$ cat src/design/hkv_pkg.sv
package hkv_pkg;

   // Operation codes carried by a request.
   typedef enum logic [1:0] {
      OP_INSERT     = 2'd0,
      OP_INSERT_NEW = 2'd1,
      OP_VERIFY     = 2'd2,
      OP_REMOVE     = 2'd3
   } op_type;

   // Completion codes carried by a response.
   typedef enum logic [1:0] {
      STATUS_DONE    = 2'd0,
      STATUS_FULL    = 2'd1,
      STATUS_PRESENT = 2'd2,
      STATUS_MISSING = 2'd3
   } status_type;

   typedef struct packed {
      op_type      op;
      logic [63:0] key;
      logic [63:0] value;
   } req_payload_type;

   typedef struct packed {
      status_type  status;
      logic        found;
      logic        match;
      logic [63:0] stored_value;
   } rsp_payload_type;

   // Commands from the controller to the datapath.
   typedef struct packed {
      logic clear;
      logic load;
      logic read;
      logic eval;
      logic write;
   } cmd_type;

   // Status from the datapath to the controller.
   typedef struct packed {
      logic clear_last;
   } dp_status_type;

   // Golden-ratio multiplier of the bucket hash.
   localparam logic [63:0] GOLDEN64 = 64'h61C8864680B583EB;

endpackage

$ cat src/design/hkv_controller.sv
module hkv_controller
   import hkv_pkg::*;
(
   input  logic          clock,
   input  logic          reset,
   input  logic          req_valid,
   output logic          req_ready,
   output logic          rsp_valid,
   input  logic          rsp_ready,
   input  dp_status_type dp_status,
   output cmd_type       cmd
);

   typedef enum logic [4:0] {
      ST_CLEAR = 5'b00001,
      ST_IDLE  = 5'b00010,
      ST_HASH  = 5'b00100,
      ST_LOOK  = 5'b01000,
      ST_WRITE = 5'b10000
   } state_type;

   state_type state_ff;
   state_type state_in;
   logic      rsp_valid_ff;
   logic      rsp_valid_in;

   assign req_ready = (state_ff == ST_IDLE);
   assign rsp_valid = rsp_valid_ff;

   // Sequencing of the clearing pass after reset and of one request: hash, bucket read, compare, write back.
   always_comb begin
      state_in = state_ff;
      cmd      = '0;
      case (state_ff)
         ST_CLEAR: begin
            cmd.clear = 1'b1;
            if (dp_status.clear_last) begin
               state_in = ST_IDLE;
            end
         end
         ST_IDLE: begin
            if (req_valid) begin
               cmd.load = 1'b1;
               state_in = ST_HASH;
            end
         end
         ST_HASH: begin
            cmd.read = 1'b1;
            state_in = ST_LOOK;
         end
         ST_LOOK: begin
            cmd.eval = 1'b1;
            state_in = ST_WRITE;
         end
         ST_WRITE: begin
            if (!rsp_valid_ff || rsp_ready) begin
               cmd.write = 1'b1;
               state_in  = ST_IDLE;
            end
         end
         default: begin
            state_in = ST_CLEAR;
         end
      endcase
   end

   // Response valid flag.
   always_comb begin
      if (cmd.write) begin
         rsp_valid_in = 1'b1;
      end else if (rsp_ready) begin
         rsp_valid_in = 1'b0;
      end else begin
         rsp_valid_in = rsp_valid_ff;
      end
   end

   always_ff @(posedge clock) begin
      if (reset) begin
         state_ff     <= ST_CLEAR;
         rsp_valid_ff <= 1'b0;
      end else begin
         state_ff     <= state_in;
         rsp_valid_ff <= rsp_valid_in;
      end
   end

   a_no_overwrite: assert property (@(posedge clock) disable iff (reset)
      cmd.write |-> (!rsp_valid_ff || rsp_ready))
      else $error("response overwritten before it was taken");

   a_load_read: assert property (@(posedge clock) disable iff (reset)
      cmd.load |=> cmd.read)
      else $error("accepted request not followed by a bucket read");

endmodule
$ cat config.mk
export PLATFORM = sky130hd
export DESIGN_NAME = hkv_controller
export DESIGN_NICKNAME = d
export VERILOG_FILES = /design/src/design/hkv_pkg.sv /design/src/design/hkv_controller.sv
export SDC_FILE = /design/constraint.sdc
export NUM_CORES = 1
export LEC_CHECK = 0
export BUFFER_PORTS_ARGS = -buffer_cell sky130_fd_sc_hd__buf_2
export CORE_AREA = 10 10 47 49
export CTS_BUF_LIST = sky130_fd_sc_hd__clkbuf_8 sky130_fd_sc_hd__clkbuf_16
export DETAILED_ROUTE_END_ITERATION = 10
export DIE_AREA = 0 0 57 59
export PLACE_DENSITY_LB_ADDON = 0.15
export SYNTH_ARGS = -nofsm -noshare
export SYNTH_HDL_FRONTEND = slang
export SYNTH_SLANG_ARGS = --single-unit
$ cat constraint.sdc
create_clock -name clock -period 1.4 [get_ports clock]
set_input_delay 0.14 -clock clock [delete_from_list [all_inputs] [get_ports clock]]
set_output_delay 0.14 -clock clock [all_outputs]
set_load 0.03 [all_outputs]
**Word level (Yosys, flattened, before mapping)**

Cells that the tools add are included.

- Bits in registers: 6
- Memories: 0
- Output and inout port bits: 7
- Logic and storage cells: 27
- Bits in writable memories: 0
- Bits of input ports: 5
- Bits in read-only memories: 0
- Latch bits: 0

- Reduce and logical (&&, ||, !) cells: 4
- Magnitude comparators: 0
- Multiplexer cells: 13
- Eq/ne operators: 8
- Multiply operators: 0
- Bitwise logic cells: 0
- Shift-type cells: 0
- Div/mod/pow operators: 0
- Add/subtract/negate cells: 0

Operators with widths:

| operator | number |
|---|---|
| case mux 5 bit (5 select lines) | 1 |
| 2-to-1 mux 5 bit | 3 |
| 2-to-1 mux 1 bit | 9 |
| inequality test 2 bit (second input constant) | 3 |
| == test 5 x 1 -> 1 bit (second input constant) | 1 |
| == test 5 x 2 -> 1 bit (second input constant) | 1 |
| == test 5 x 3 -> 1 bit (second input constant) | 1 |
| == test 5 x 4 -> 1 bit (second input constant) | 1 |
| == test 5 bit (second input constant) | 1 |
| AND reduction 3 bit | 1 |
| nonzero test 2 bit | 1 |
| zero test 1 bit | 1 |
| logical OR 1 bit | 1 |

**Longest topological paths before layout**

- Depth in word-level cells: 5
- Mapped depth: 5
- Mapped depth without buffers: 3

**Least setup slack after synthesis**

OpenSTA, ideal clock, no wires.

- Path type: register to output
- Start: register state_ff[3]
- End: output cmd[3] in the netlist's numbering
- Required time: 1.260 ns
- Data arrival time: 1.553 ns
- Cell stages (with the launch flop): 5
- Buffers on the path: 1
- Path slack: -0.293 ns
- Cell sequence: dfxtp_1 > buf_6 > or3_4 > nor3b_4 > and2_1

RTL lines:

| element | line | RTL |
|---|---|---|
| from (decl) | hkv_controller.sv:22 | `state_type state_ff;` |
| from (signal assigned) | hkv_controller.sv:83 | `state_ff <= state_in;` |
| to (decl) | hkv_controller.sv:11 | `output cmd_type cmd` |

==> reports/results.tsv <==
metric	value	unit
worst r2r dst	state_ff[0]$_SDFFE_PP1P_	
Post-Place Worst Slack	-0.0257	ns
setup ws final	-0.182	ns
Worst setup SP type	register	
share of cells above drive strength 1	57.8	%
register area share after synthesis	33.1	%
Global Route Usage Sum	6.66	%
vias in the first global route	383	
drc violations	0	
ys flop type	dfxtp_1	
VDD IR max	0.000637	V
synthesis-to-finish area growth	66.2	%
CTS tree	done	
commonest non-fill, non-tap cell in the layout	buf_4	
Tcrit/Tclk final	113	%
slew at the pin closest to its max-slew limit	0.422	ns
layout net count	71	
final WL	1.11	mm
Placed Cells	75	
R2R Setup Slk	0.01	ns
failing checks	setup timing	
max-slew violation count	0	
die area	0.00336	mm2
die height	59	um
hold path depth	2	
Pwr Total	685	uW
clock skew	0.00393	ns
GR Util met3	4.29	%
clock buffer count from CTS	3	
first-pass GRT wire length	1.70	mm
CP Cell Sequence	or3_4 -> nor3b_4 -> and2_4 -> buf_6	
Worst-Skew Late Latency	0.22	ns
critical path type	reg -> out	
FMAX	632	MHz
number of port buffers	11	
Pre-antenna DRT Iters	4	
Mapped Area	363	um2
worst endpoint data arrival time	1.44	ns
Lkg Pwr	0.272	nW
chip width	57	um
total gr overflow	0	
net count after synthesis	46	
final setup vio count	4	
Avg WL per Cell	13.8	um
I/O Pins	12	
GR Layer Usage met1	6.66	%
HPWL Detailed	764	um
MaxCap Viol Count	0	
Reg2Reg Depth	5	
DRT antenna net count	0	
CTS max path bufs	2	
worst hold endpoint	rsp_valid$_SDFFE_PP0P_	
synth warn	0	
EDFF count, synth	0	
CP endpoint kind	output port	
largest net degree at the start of global routing	9	
Starting DRT DRC Count	5	
DR vias/cell	4.88	
CTS Sinks	6	
# rows	14	
Syn Inst Count	41	
PwrDens	1140	mW/mm2
CP max stage delay	0.40	ns
reg2reg start	state_ff[0]$_SDFFE_PP1P_	
number of synthesized register bits	6	
WHS	0.124	ns
Critical Path Fanout Max	3	
Async SR Flop Fraction	0	%
most frequent cells in the layout	buf_4 (13), buf_2 (6), buf_6 (4), dfxtp_1 (4)	
H-tree depth	1	
Hold WC Path Type	in -> reg	
GPL Wtd Cong	0.683	
routed vias	390	
Layout Cells excl Fill	80	
register clock-pin slew on the reported worst setup and hold paths	0.04	ns
Worst EP required	1.26	ns
Mean Syn Cell Area	8.85	um2
hold path startpoint	reset	
initial antenna violation count	0	
Worst path slowest cell	or3_4	
Placeable Area	0.00140	mm2
starting density of the core	25.9	%
gr busiest metal	met2	
met2 usage	9.77	%
Netlist cell types	25	
relative slew slack	71.5	%
n_diodes	0	
RSZ-0062 raised after global routing	true	
Tmin final	1.58	ns
clock root buffer	clkbuf_8	
Fin. Hold Viols	0	
outcome	finished, violations left	
-- layout make-up --
cell class              instances  area, um2
inverters                       3       11.3
flip-flops and latches          6        123
fillers                       152        798
repair buffers                 23        173
multi-input cells              29        235
well taps                      16       20.0
clock buffers                   3       41.3
-- critical path: cells and delay by family, from the launching register on --
kind                   cells  cell delay (ns)
and+or+nand+nor            3             0.78
DFF                        1             0.31
buffers and inverters      1             0.12
-- worst max-delay path by stage --
stage | slack [ns] | to | start
after global routing | -0.23 | cmd[3] | state_ff[4]$_SDFFE_PP0P_
after detailed placement | -0.03 | cmd[3] | state_ff[4]$_SDFFE_PP0P_
final | -0.18 | cmd[3] | state_ff[4]$_SDFFE_PP0P_
after floorplan | -0.20 | cmd[3] | state_ff[3]$_SDFFE_PP0P_
after global placement | -0.03 | cmd[3] | state_ff[4]$_SDFFE_PP0P_
after CTS | -0.16 | cmd[3] | state_ff[4]$_SDFFE_PP0P_
-- power breakdown --
group,leakage [nW],internal (mW),switching (mW),total (mW)
logic,0.202,0.118,0.111,0.229
registers,0.0491,0.185,0.00651,0.192
clock network,0.0216,0.185,0.0793,0.264
-- stage by stage --
step | util [%] | cell area, um2 | setup TNS [ns]
after detailed placement | 34.9 | 489 | -0.0257
after CTS | 40.4 | 567 | -0.469
final | 43.0 | 603 | -0.513
after global routing | 43.0 | 603 | -0.791
after global placement | 34.9 | 489 | -0.0273
after floorplan | - | 365 | -0.540
-- state kept, by name, summed over array words and instances, names as in the netlist --
register   count
rsp_valid      1
state_ff       5
-- metal layers --
metal  routed length [um]  vias to the layer above
met5                    0                        -
met4                    8                        0
met3                   85                        2
met2                  583                       16
met1                  430                      179
li1                     -                      193
-- cells in the mapped netlist (2+ instances only) --
cell type / count / area share (%)
dfxtp_1: 6 / 33
and3_1: 3 / 5.2
inv_1: 3 / 3.1
nor2_1: 3 / 3.1
nor3_1: 3 / 4.1
a21oi_1: 2 / 2.8
buf_4: 2 / 4.1
nor3b_1: 2 / 4.1
-- kinds of logic (layout without fill, tap and decap cells) --
family	after synthesis	after routing	synth area share [%]
buffers and inverters	6	29	10.3
AO/OA/AOI/OAI	6	6	11.0
AND/OR/NAND/NOR	22	22	43.1
XOR/XNOR	1	1	2.41
flip-flops	6	6	33.1
-- what timing repair did --
action,CTS,global route
hold buffers,0,0
setup endpoints to repair,5,7
setup buffers,1,1
endpoints found under the hold margin,0,0
pin swaps,3,0
resized for setup,9,10
No activity file was read; power rests on OpenSTA's default activity.
